<file path="config.mk">
export PLATFORM = sky130hd
export DESIGN_NAME = cnc_homing_sequencer_unit
export DESIGN_NICKNAME = d
export VERILOG_FILES = /design/src/cnchs_pkg.sv /design/src/cnc_homing_sequencer_unit.sv
export SDC_FILE = /design/constraint.sdc
export NUM_CORES = 1
export LEC_CHECK = 0
export BUFFER_PORTS_ARGS = -buffer_cell sky130_fd_sc_hd__buf_4
export CORE_ASPECT_RATIO = 0.8
export CORE_UTILIZATION = 52
export DETAILED_ROUTE_END_ITERATION = 8
export PLACE_DENSITY = 0.73
export RECOVER_POWER = 100
export SETUP_SLACK_MARGIN = 0.3
export SYNTH_ARGS = -nofsm -noshare
export SYNTH_HDL_FRONTEND = slang
export SYNTH_SLANG_ARGS = --single-unit
</file>
<file path="constraint.sdc">
create_clock -name i_clk -period 5.3 [get_ports i_clk]
set_clock_uncertainty 0.15 [all_clocks]
set_input_delay 0.265 -clock i_clk [delete_from_list [all_inputs] [get_ports i_clk]]
set_output_delay 0.265 -clock i_clk [all_outputs]
set_load 0.02 [all_outputs]
</file>
<file path="src/cnchs_pkg.sv">
// Package for the homing sequencer: beat types, codes, phase enums and defaults.
package cnchs_pkg;

    // Axis count default and fixed field widths
    localparam int unsigned CNCHS_NUM_AXES = 3;
    localparam int unsigned CFG_IDX_W      = 3;
    localparam int unsigned CFG_DATA_W     = 32;

    // Input opcodes
    localparam logic [1:0] OP_TICK    = 2'd0;
    localparam logic [1:0] OP_START   = 2'd1;
    localparam logic [1:0] OP_STOPPED = 2'd2;
    localparam logic [1:0] OP_DOOR    = 2'd3;

    // Alarm codes
    localparam logic [1:0] ALARM_NONE     = 2'd0;
    localparam logic [1:0] ALARM_APPROACH = 2'd1;
    localparam logic [1:0] ALARM_PULLOFF  = 2'd2;
    localparam logic [1:0] ALARM_DOOR     = 2'd3;

    // Move kinds
    localparam logic [1:0] KIND_SEEK    = 2'd0;
    localparam logic [1:0] KIND_PULLOFF = 2'd1;
    localparam logic [1:0] KIND_LOCATE  = 2'd2;

    // Configuration register indexes
    localparam logic [CFG_IDX_W-1:0] CFG_CYCLE_MASKS = 3'd0;
    localparam logic [CFG_IDX_W-1:0] CFG_HOME_DIR    = 3'd1;
    localparam logic [CFG_IDX_W-1:0] CFG_DEBOUNCE    = 3'd2;
    localparam logic [CFG_IDX_W-1:0] CFG_LOCATE      = 3'd3;
    localparam logic [CFG_IDX_W-1:0] CFG_HOME_POS_X  = 3'd4;
    localparam logic [CFG_IDX_W-1:0] CFG_HOME_POS_Y  = 3'd5;
    localparam logic [CFG_IDX_W-1:0] CFG_HOME_POS_Z  = 3'd6;

    // Register reset values
    localparam logic [15:0] DEBOUNCE_RST = 16'd250;
    localparam logic [3:0]  LOCATE_RST   = 4'd1;

    // Sequence-level phases
    typedef enum logic [2:0] {
        TOP_IDLE  = 3'd0,
        TOP_TRIG  = 3'd1,
        TOP_WAIT0 = 3'd2,
        TOP_WAIT1 = 3'd3,
        TOP_WAIT2 = 3'd4
    } t_top_phase;

    // Per-cycle phases
    typedef enum logic [2:0] {
        CP_INIT   = 3'd0,
        CP_GO     = 3'd1,
        CP_WAIT   = 3'd2,
        CP_DELAY  = 3'd3,
        CP_FINISH = 3'd4
    } t_cyc_phase;

    // Input beat
    typedef struct packed {
        logic [1:0] opcode;
        logic [2:0] limit_state;
    } t_in_beat;

    // Result beat
    typedef struct packed {
        logic               homing_active;
        logic [2:0]         axis_lock;
        logic               move_start;
        logic [2:0]         move_positive;
        logic [1:0]         move_kind;
        logic               stop_request;
        logic [1:0]         alarm;
        logic [2:0]         pos_load_mask;
        logic signed [31:0] pos_x;
        logic signed [31:0] pos_y;
        logic signed [31:0] pos_z;
        logic               sync_request;
    } t_out_beat;

endpackage

</file>
<file path="src/cnc_homing_sequencer_unit.sv">
// Homing sequencer top level: event decode, cycle sequencing and result register.
//
//   channel   | direction | handshake                  | payload
//   ----------+-----------+----------------------------+-------------------
//   in        | input     | i_in_valid / o_in_ready    | i_in_beat (t_in_beat)
//   out       | output    | o_out_valid / i_out_ready  | o_out_beat (t_out_beat)
//   cfg       | input     | i_cfg_wr_en, no wait       | i_cfg_idx, i_cfg_wdata
//
// One beat per cycle while o_in_ready is high: each event updates the sequencer state in
// the cycle it is taken and its result lands in the output register on the same edge.
// The output register frees itself in the cycle it is taken, so a stalled output
// holds one result and blocks input only while i_out_ready stays low.
// Reset clears all state and loads the register defaults; no clearing pass.
module cnc_homing_sequencer_unit
    import cnchs_pkg::*;
#(
    parameter int unsigned NUM_AXES = CNCHS_NUM_AXES
) (
    input  logic                  i_clk,
    input  logic                  i_rst_n,
    input  logic                  i_in_valid,
    output logic                  o_in_ready,
    input  t_in_beat              i_in_beat,
    output logic                  o_out_valid,
    input  logic                  i_out_ready,
    output t_out_beat             o_out_beat,
    input  logic                  i_cfg_wr_en,
    input  logic [CFG_IDX_W-1:0]  i_cfg_idx,
    input  logic [CFG_DATA_W-1:0] i_cfg_wdata
);

    localparam logic [2:0] AxisMask = 3'((1 << NUM_AXES) - 1);

    // Configuration registers
    logic [8:0]         r_cycle_masks;
    logic [2:0]         r_home_dir;
    logic [15:0]        r_debounce;
    logic [3:0]         r_locate;
    logic signed [31:0] r_home_pos_x;
    logic signed [31:0] r_home_pos_y;
    logic signed [31:0] r_home_pos_z;

    // Sequencer state
    t_top_phase r_top,     n_top;
    t_cyc_phase r_cphase,  n_cphase;
    logic       r_req,     n_req;
    logic       r_running, n_running;
    logic [2:0] r_active,  n_active;
    logic       r_appr,    n_appr;
    logic [4:0] r_moves,   n_moves;
    logic [2:0] r_lock,    n_lock;
    logic       r_stopped, n_stopped;
    logic [15:0] r_delay,  n_delay;

    // Output register
    logic      r_out_valid;
    t_out_beat r_out;
    t_out_beat n_out;

    logic       w_accept;
    logic [2:0] w_lim;
    logic [2:0] w_mask0, w_mask1, w_mask2;
    logic [4:0] w_moves_init;

    assign o_in_ready  = !r_out_valid || i_out_ready;
    assign w_accept    = i_in_valid && o_in_ready;
    assign o_out_valid = r_out_valid;
    assign o_out_beat  = r_out;

    assign w_lim        = i_in_beat.limit_state & AxisMask;
    assign w_mask0      = r_cycle_masks[2:0] & AxisMask;
    assign w_mask1      = r_cycle_masks[5:3] & AxisMask;
    assign w_mask2      = r_cycle_masks[8:6] & AxisMask;
    assign w_moves_init = {r_locate, 1'b1};

    // Config writes
    always_ff @(posedge i_clk) begin
        if (!i_rst_n) begin
            r_cycle_masks <= '0;
            r_home_dir    <= '0;
            r_debounce    <= DEBOUNCE_RST;
            r_locate      <= LOCATE_RST;
            r_home_pos_x  <= '0;
            r_home_pos_y  <= '0;
            r_home_pos_z  <= '0;
        end else if (i_cfg_wr_en) begin
            case (i_cfg_idx)
                CFG_CYCLE_MASKS: r_cycle_masks <= i_cfg_wdata[8:0];
                CFG_HOME_DIR:    r_home_dir    <= i_cfg_wdata[2:0];
                CFG_DEBOUNCE:    r_debounce    <= i_cfg_wdata[15:0];
                CFG_LOCATE:      r_locate      <= i_cfg_wdata[3:0];
                CFG_HOME_POS_X:  r_home_pos_x  <= i_cfg_wdata;
                CFG_HOME_POS_Y:  r_home_pos_y  <= i_cfg_wdata;
                CFG_HOME_POS_Z:  r_home_pos_z  <= i_cfg_wdata;
                default: ;
            endcase
        end
    end

    // Next state and result for the beat at the input
    always_comb begin
        n_top     = r_top;
        n_cphase  = r_cphase;
        n_req     = r_req;
        n_running = r_running;
        n_active  = r_active;
        n_appr    = r_appr;
        n_moves   = r_moves;
        n_lock    = r_lock;
        n_stopped = r_stopped;
        n_delay   = r_delay;
        n_out     = '0;

        unique case (i_in_beat.opcode)
            OP_START: n_req = 1'b1;
            OP_STOPPED: begin
                if (r_running) n_stopped = 1'b1;
            end
            OP_DOOR: begin
                if (r_running) begin
                    n_out.alarm = ALARM_DOOR;
                    n_running   = 1'b0;
                    n_cphase    = CP_INIT;
                    n_top       = TOP_IDLE;
                    n_req       = 1'b0;
                end
            end
            OP_TICK: begin
                // sequence level: launch cycles in turn, skip empty masks
                unique case (r_top)
                    TOP_IDLE: if (r_req) n_top = TOP_TRIG;
                    TOP_TRIG: begin
                        if (w_mask0 != 3'd0) begin
                            n_active = w_mask0; n_running = 1'b1; n_cphase = CP_INIT;
                        end
                        n_top = TOP_WAIT0;
                    end
                    TOP_WAIT0: begin
                        if (!r_running) begin
                            if (w_mask1 != 3'd0) begin
                                n_active = w_mask1; n_running = 1'b1; n_cphase = CP_INIT;
                            end
                            n_top = TOP_WAIT1;
                        end
                    end
                    TOP_WAIT1: begin
                        if (!r_running) begin
                            if (w_mask2 != 3'd0) begin
                                n_active = w_mask2; n_running = 1'b1; n_cphase = CP_INIT;
                            end
                            n_top = TOP_WAIT2;
                        end
                    end
                    TOP_WAIT2: begin
                        if (!r_running) begin
                            n_out.sync_request = 1'b1;
                            n_req = 1'b0;
                            n_top = TOP_IDLE;
                        end
                    end
                    default: begin
                        n_top = TOP_IDLE;
                        n_req = 1'b0;
                    end
                endcase

                // cycle level: moves, switch watch and debounce
                if (n_running) begin
                    unique case (n_cphase)
                        CP_INIT: begin
                            n_moves  = w_moves_init;
                            n_appr   = 1'b1;
                            n_lock   = 3'd0;
                            n_cphase = CP_GO;
                        end
                        CP_GO: begin
                            n_lock                = n_active;
                            n_stopped             = 1'b0;
                            n_out.move_start      = 1'b1;
                            n_out.move_positive   = (r_home_dir ^ {3{n_appr}}) & n_active;
                            n_out.move_kind       = !n_appr ? KIND_PULLOFF :
                                                    (n_moves == w_moves_init) ? KIND_SEEK :
                                                    KIND_LOCATE;
                            n_out.pos_load_mask   = n_active;
                            n_cphase              = CP_WAIT;
                        end
                        CP_WAIT: begin
                            if (n_appr) n_lock = n_lock & ~w_lim;
                            if (n_appr && n_stopped && n_lock != 3'd0) begin
                                // approach ended without all switches
                                n_out.alarm = ALARM_APPROACH;
                                n_running   = 1'b0;
                                n_cphase    = CP_INIT;
                                n_top       = TOP_IDLE;
                                n_req       = 1'b0;
                            end else if (!n_appr && n_stopped &&
                                         (w_lim & n_active) != 3'd0) begin
                                // switch still closed after pull-off
                                n_stopped   = 1'b0;
                                n_out.alarm = ALARM_PULLOFF;
                                n_running   = 1'b0;
                                n_cphase    = CP_INIT;
                                n_top       = TOP_IDLE;
                                n_req       = 1'b0;
                            end else begin
                                if ((!n_appr && n_stopped) || n_lock == 3'd0) begin
                                    if (!n_appr && n_stopped) n_stopped = 1'b0;
                                    n_out.stop_request = 1'b1;
                                    n_delay            = r_debounce;
                                    n_cphase           = CP_DELAY;
                                end
                            end
                        end
                        CP_DELAY: begin
                            if (n_delay != 16'd0) begin
                                n_delay = 16'(n_delay - 16'd1);
                            end else begin
                                n_appr   = !n_appr;
                                n_cphase = (n_moves == 5'd0) ? CP_FINISH : CP_GO;
                                n_moves  = 5'(n_moves - 5'd1);
                            end
                        end
                        CP_FINISH: begin
                            n_out.pos_load_mask = n_active;
                            if (n_active[0] && r_home_dir[0]) n_out.pos_x = r_home_pos_x;
                            if (n_active[1] && r_home_dir[1]) n_out.pos_y = r_home_pos_y;
                            if (n_active[2] && r_home_dir[2]) n_out.pos_z = r_home_pos_z;
                            n_running = 1'b0;
                            n_cphase  = CP_INIT;
                        end
                        default: begin
                            n_running = 1'b0;
                            n_cphase  = CP_INIT;
                        end
                    endcase
                end
            end
        endcase

        n_out.homing_active = (n_top == TOP_WAIT0) || (n_top == TOP_WAIT1) ||
                              (n_top == TOP_WAIT2);
        n_out.axis_lock     = n_lock;
    end

    // State registers, advanced once per accepted beat
    always_ff @(posedge i_clk) begin
        if (!i_rst_n) begin
            r_top     <= TOP_IDLE;
            r_cphase  <= CP_INIT;
            r_req     <= 1'b0;
            r_running <= 1'b0;
            r_active  <= '0;
            r_appr    <= 1'b0;
            r_moves   <= '0;
            r_lock    <= '0;
            r_stopped <= 1'b0;
            r_delay   <= '0;
        end else if (w_accept) begin
            r_top     <= n_top;
            r_cphase  <= n_cphase;
            r_req     <= n_req;
            r_running <= n_running;
            r_active  <= n_active;
            r_appr    <= n_appr;
            r_moves   <= n_moves;
            r_lock    <= n_lock;
            r_stopped <= n_stopped;
            r_delay   <= n_delay;
        end
    end

    // Result register
    always_ff @(posedge i_clk) begin
        if (!i_rst_n) begin
            r_out_valid <= 1'b0;
        end else if (w_accept) begin
            r_out_valid <= 1'b1;
        end else if (i_out_ready) begin
            r_out_valid <= 1'b0;
        end
    end

    always_ff @(posedge i_clk) begin
        if (w_accept) r_out <= n_out;
    end

endmodule

</file>
==> Word-level counts from Yosys, hierarchy flattened <==
Index checks and enable logic that the tools add are counted.
{ "classes": {"shifts": 0, "magnitude_cmp": 0, "n_reduce_logical": 58, "eq_ne": 33, "n_div": 0, "bitwise_logic": 8, "n_mux": 96, "addsub": 2, "multipliers": 0} }
{ "op_table": {"columns": ["op", "count"], "rows": [
  ["two-way mux 3 bit", 35],
  ["two-way mux 101 bit", 1],
  ["two-way mux 32 bit", 3],
  ["two-way mux 96 bit", 1],
  ["two-way mux 16 bit", 4],
  ["one-hot mux 16 bit (2 select lines)", 1],
  ["one-hot mux 3 bit (3 select lines)", 3],
  ["two-way mux 1 bit", 26],
  ["== test 3 x 2 -> 1 bit (second input constant)", 8],
  ["AND reduction 2 bit", 11],
  ["== test 3 bit (second input constant)", 6],
  ["nonzero test 3 bit", 6],
  ["!= test 2 bit (second input constant)", 8],
  ["AND reduction 4 bit", 4],
  ["AND reduction 8 bit", 2],
  ["nonzero test 16 bit", 1],
  ["subtractor 16 x 1 -> 16 bit (second input constant)", 1],
  ["one-hot mux 3 bit (5 select lines)", 1],
  ["zero test 3 bit", 4],
  ["two-way mux 2 bit", 6],
  ["one-hot mux 1 bit (2 select lines)", 6],
  ["one-hot mux 3 bit (2 select lines)", 2],
  ["one-hot mux 3 bit (4 select lines)", 1],
  ["AND reduction 3 bit", 4],
  ["28 further kinds", 52]
]} }
{ "word_totals": {"out_inout_bits": 115, "n_memories": 0, "inputBits": 45, "latchBits": 0, "romBits": 0, "register_bits": 279, "mem_bits_rw": 0} }

==> Longest topological paths before layout <==
{ "depth": {"ltp_word": 18, "ltp_mapped": 11, "depth_no_buf": 9} }

==> Least setup slack after synthesis <==
OpenSTA, ideal clock, no wires.
{ "synth_timing": {"path_kind": "register to register", "start": "reg r_out_valid (netlist: o_out_valid)", "end": "reg r_stopped", "n_path_buf": 1, "t_arrival_ns": 5.136, "required_time_ns": 5.018, "synth_period_minus_slack_ns": 5.418, "setup_ns": 0.132, "setup_slack_ns": -0.118, "stages_incl_launch_ff": 8, "path_cell_list": "dfxtp_1 nand2b_1 nand2_1 inv_1 clkbuf_1 o221ai_1 o31ai_1 a21oi_1"} }
{ "synth_between": {"elab_chain_len": 4} }
{ "synth_rtl": {"columns": ["item", "line_no", "rtl"], "rows": [
  ["from (decl)", "cnc_homing_sequencer_unit.sv:56", "logic r_out_valid;"],
  ["from (signal assigned)", "cnc_homing_sequencer_unit.sv:275", "r_out_valid <= 1'b0;"],
  ["from (signal assigned)", "cnc_homing_sequencer_unit.sv:277", "r_out_valid <= 1'b1;"],
  ["from (signal assigned)", "cnc_homing_sequencer_unit.sv:279", "r_out_valid <= 1'b0;"],
  ["zero test 1 bit", "cnc_homing_sequencer_unit.sv:65", "assign o_in_ready = !r_out_valid || i_out_ready;"],
  ["logical OR 1 bit", "cnc_homing_sequencer_unit.sv:65", null],
  ["net o_in_ready", "cnc_homing_sequencer_unit.sv:22", "output logic o_in_ready,"],
  ["logical AND 1 bit", "cnc_homing_sequencer_unit.sv:66", "assign w_accept = i_in_valid && o_in_ready;"],
  ["net w_accept", "cnc_homing_sequencer_unit.sv:60", "logic w_accept;"],
  ["AND reduction 8 bit (no line)", null, null],
  ["to (signal assigned)", "cnc_homing_sequencer_unit.sv:267", "r_stopped <= n_stopped;"],
  ["to (decl)", "cnc_homing_sequencer_unit.sv:52", "logic r_stopped, n_stopped;"]
]} }
The timed path passes the listed nets, and every way through them passes these cells.
A chain may end at the register's enable or synchronous reset.

==> Worst setup path in the final report <==
{ "layout_timing": {"start": "in i_rst_n", "end": "reg r_delay[13]"} }
{ "layout_lines": {"columns": ["item", "line_no", "rtl"], "rows": [
  ["from (decl)", "cnc_homing_sequencer_unit.sv:20", "input logic i_rst_n,"],
  ["to (signal assigned)", "cnc_homing_sequencer_unit.sv:268", "r_delay <= n_delay;"],
  ["to (decl)", "cnc_homing_sequencer_unit.sv:53", "logic [15:0] r_delay, n_delay;"]
]} }
No word-level cell between the ends.

==> flow_summary.json <==
{
  "p_leak_nw": 4.82,
  "yosysTopAreaCell": "edfxtp_1",
  "antenna_found_initial": 0,
  "drv_cap": 3,
  "place_congestion": 0.906,
  "dr_total_vias": 9518,
  "fin_util": 0.636,
  "fillers": 1891,
  "syn-cell-area_um2": 11600,
  "worstPathArrival_ns": 4.49,
  "port_buffers": 159,
  "ctsHoldBuffers": 35,
  "drt_first_pass_iters": 7,
  "max_slew_margin": -0.409,
  "cts_num_sinks": 279,
  "overflow": 0,
  "htreeDepth": 1,
  "synth_nets": 1269,
  "insertion_delay_ns": 0.53,
  "hold_end": "r_cycle_masks[5]",
  "synth_seq_cells": 279,
  "num_io_pins": 160,
  "critPathMaxFanout": 86,
  "worstPathRequired_ns": 5.59,
  "nets": 1428,
  "yosys-top-cells-area": "edfxtp_1 (29%), dfxtp_1 (29%), nand2_1 (9.6%)",
  "hp-start": "i_cfg_idx[0]",
  "max_freq_mhz": 238,
  "initial_core_util": 0.535,
  "hold_viol": 0,
  "grt_start_max_net_pins": 87,
  "fp.dieW_um": 169,
  "core_um2": 21700,
  "cts_setup_buffers": 0,
  "root_buffer": "clkbuf_16",
  "worst_pin_slew_ns": 2.11,
  "critPathKind": "input port to flop",
  "viasPerCell": 5.61,
  "path_clk_slew_ns": 0.06,
  "numCtsBuffers": 27,
  "num_rows": 48,
  "yosysSeqAreaShare": 0.577,
  "timing.final.crit_period_ns": 4.21,
  "yosysTopAreaCellShare": 0.292,
  "detailed_place_hpwl_um": 20100,
  "outcome": "finished with violations",
  "cts_tree": "yes",
  "ys_types": 80,
  "gr-usage-all-layers": 0.266,
  "drc": 0,
  "slew_violations": 113,
  "finalCritPeriodShare": 0.794,
  "end_kind": "flop",
  "grt_pass1_wl_um": 47800,
  "holdPathStages": 4,
  "drt_iter0_drc": 877,
  "grt_pass1_vias": 8525,
  "die_y_um": 136,
  "cp-start-kind": "input port",
  "ys_warn_count": 0,
  "timing.rr.start": "r_top[1]",
  "die_area_um2": 23000,
  "synth_edf_count": 113,
  "ys.flop_type": "dfxtp_1",
  "ir_worst_vdd_uv": 233,
  "powerDensity_nw_per_um2": 338,
  "wl_per_cell_um": 18.2,
  "hold_path.class": "input port to flop",
  "reg2reg_to": "o_out_beat[31]",
  "postRouteAntennaNets": 0,
  "synth-async-reset-ratio": 0,
  "rsz0062_at_grt": "false",
  "timing.setup.tns_ns": 0,
  "ff2ff_path_depth": 7,
  "area_growth_pct": 18.9,
  "final-seq-area_um2": 6720,
  "syn_avg_cell_area_um2": 9.55,
  "drive_gt1_frac": 0.0844,
  "layout_common_cells": "nand2_1 (297), dfxtp_1 (166), a21oi_1 (154)",
  "diodes": 0,
  "multi_input_area_um2": 4520,
  "wl_um": 30900,
  "violations": "capacitance limit, slew limit",
  "clock_path_buffers": 3,
  "final_common_cell": "nand2_1",
  "finalSetupViolCount": 0,
  "netlist_instances": 1218,
  "reg2reg_slack_ns": 1.27,
  "cts_resized": 0
}
-- per-stage QoR --
step	cell area (µm²)	hold slack (ns)	power [mW]	std cells	setup slack, ns
global placement	13000	0.287	2.67	1613	1.93
floorplan	11600	0.239	2.52	1218	1.89
CTS	14300	0.0555	4.72	1698	1.84
detailed placement	13000	0.292	2.67	1613	1.85
global route	13800	0.0890	4.80	1698	0.738
finish	13800	0.0916	4.67	1698	1.09
-- how the worst max path moves through the flow --
stage | startpoint | endpoint | slack (ns) | depth (start not counted)
global route | i_rst_n | r_delay[13] | 0.74 | 5
floorplan | o_out_valid | r_stopped | 1.89 | 7
global placement | r_top[1] | o_out_beat[32] | 1.93 | 7
detailed placement | r_top[1] | r_delay[3] | 1.85 | 8
CTS | r_top[1] | o_out_beat[31] | 1.84 | 7
finish | i_rst_n | r_delay[13] | 1.09 | 5
-- power breakdown --
group / internal (mW) / switching (mW)
registers: 2.29 / 0.0280
logic: 0.0875 / 0.208
clock network: 1.23 / 0.826
-- layout make-up --
cell class / count / share of cell area
clock buffer: 33 / 0.0526
multi-input combinational: 843 / 0.327
timing repair buffer: 209 / 0.0865
tap: 300 / 0.0271
clock inverter: 17 / 0.0163
sequential: 279 / 0.486
inverter: 17 / 0.00498
-- metal layers --
| metal | up-vias | wire, µm | share of wire | global-route usage |
|---|---|---|---|---|
| li1 | 4577 | - | - | - |
| met5 | - | 0 | 0 | 0 |
| met2 | 390 | 13000 | 0.42 | 0.395 |
| met4 | 0 | 405 | 0.013 | 0.0470 |
| met3 | 34 | 2740 | 0.089 | 0.0567 |
| met1 | 4517 | 14700 | 0.48 | 0.402 |
-- critical path, stage by stage --
cell and delay (ns):
dlygate4sd3_1 0.52, clkbuf_1 1.50, inv_4 0.84, clkbuf_2 0.89
o31ai_1 0.43
-- registers in the layout, summed over array words and instances (netlist names) --
register,count
o_out_beat,113
r_home_pos_x,32
r_home_pos_y,32
r_home_pos_z,32
r_debounce,16
r_delay,16
r_cycle_masks,9
r_moves,5
r_locate,4
r_active,3
r_cphase,3
r_home_dir,3
r_lock,3
r_top,3
o_out_valid,1
r_appr,1
r_req,1
r_running,1
r_stopped,1
-- cell usage after synthesis, types with 3 or more instances --
library cell	count
nand2_1	297
dfxtp_1	166
a21oi_1	154
edfxtp_1	113
and2_1	99
clkbuf_1	69
nor2_1	56
nor3_1	16
inv_1	15
nand3_1	15
o21ai_0	12
o311ai_1	11
nand2b_1	10
o31ai_1	10
mux2i_1	9
a21o_1	8
a31oi_1	8
nor4_1	8
o211ai_1	7
o21ai_1	7
ha_1	6
nand4_1	6
xnor2_1	6
nor3b_1	5
or3_1	5
a211oi_1	4
a221oi_1	4
buf_2	4
buf_4	4
nand3b_1	4
nor2b_1	4
or2_2	4
a311oi_1	3
a31o_1	3
nand4b_1	3
nor4b_1	3
o21a_1	3
-- logic make-up (layout without fill, tap and decap cells) --
| logic type | count (synthesis) | count (layout) | share of synthesized area |
|---|---|---|---|
| AOI/OAI and AO/OA | 267 | 267 | 0.143 |
| muxes | 11 | 11 | 0.00968 |
| DFF | 279 | 279 | 0.577 |
| and+or+nand+nor | 552 | 552 | 0.225 |
| xor gates and xnor gates | 7 | 7 | 0.00527 |
| adders and majority gates | 6 | 6 | 0.00645 |
| buffers and inverters | 96 | 276 | 0.0333 |
Note: power is estimated with default switching activity, not from simulation.
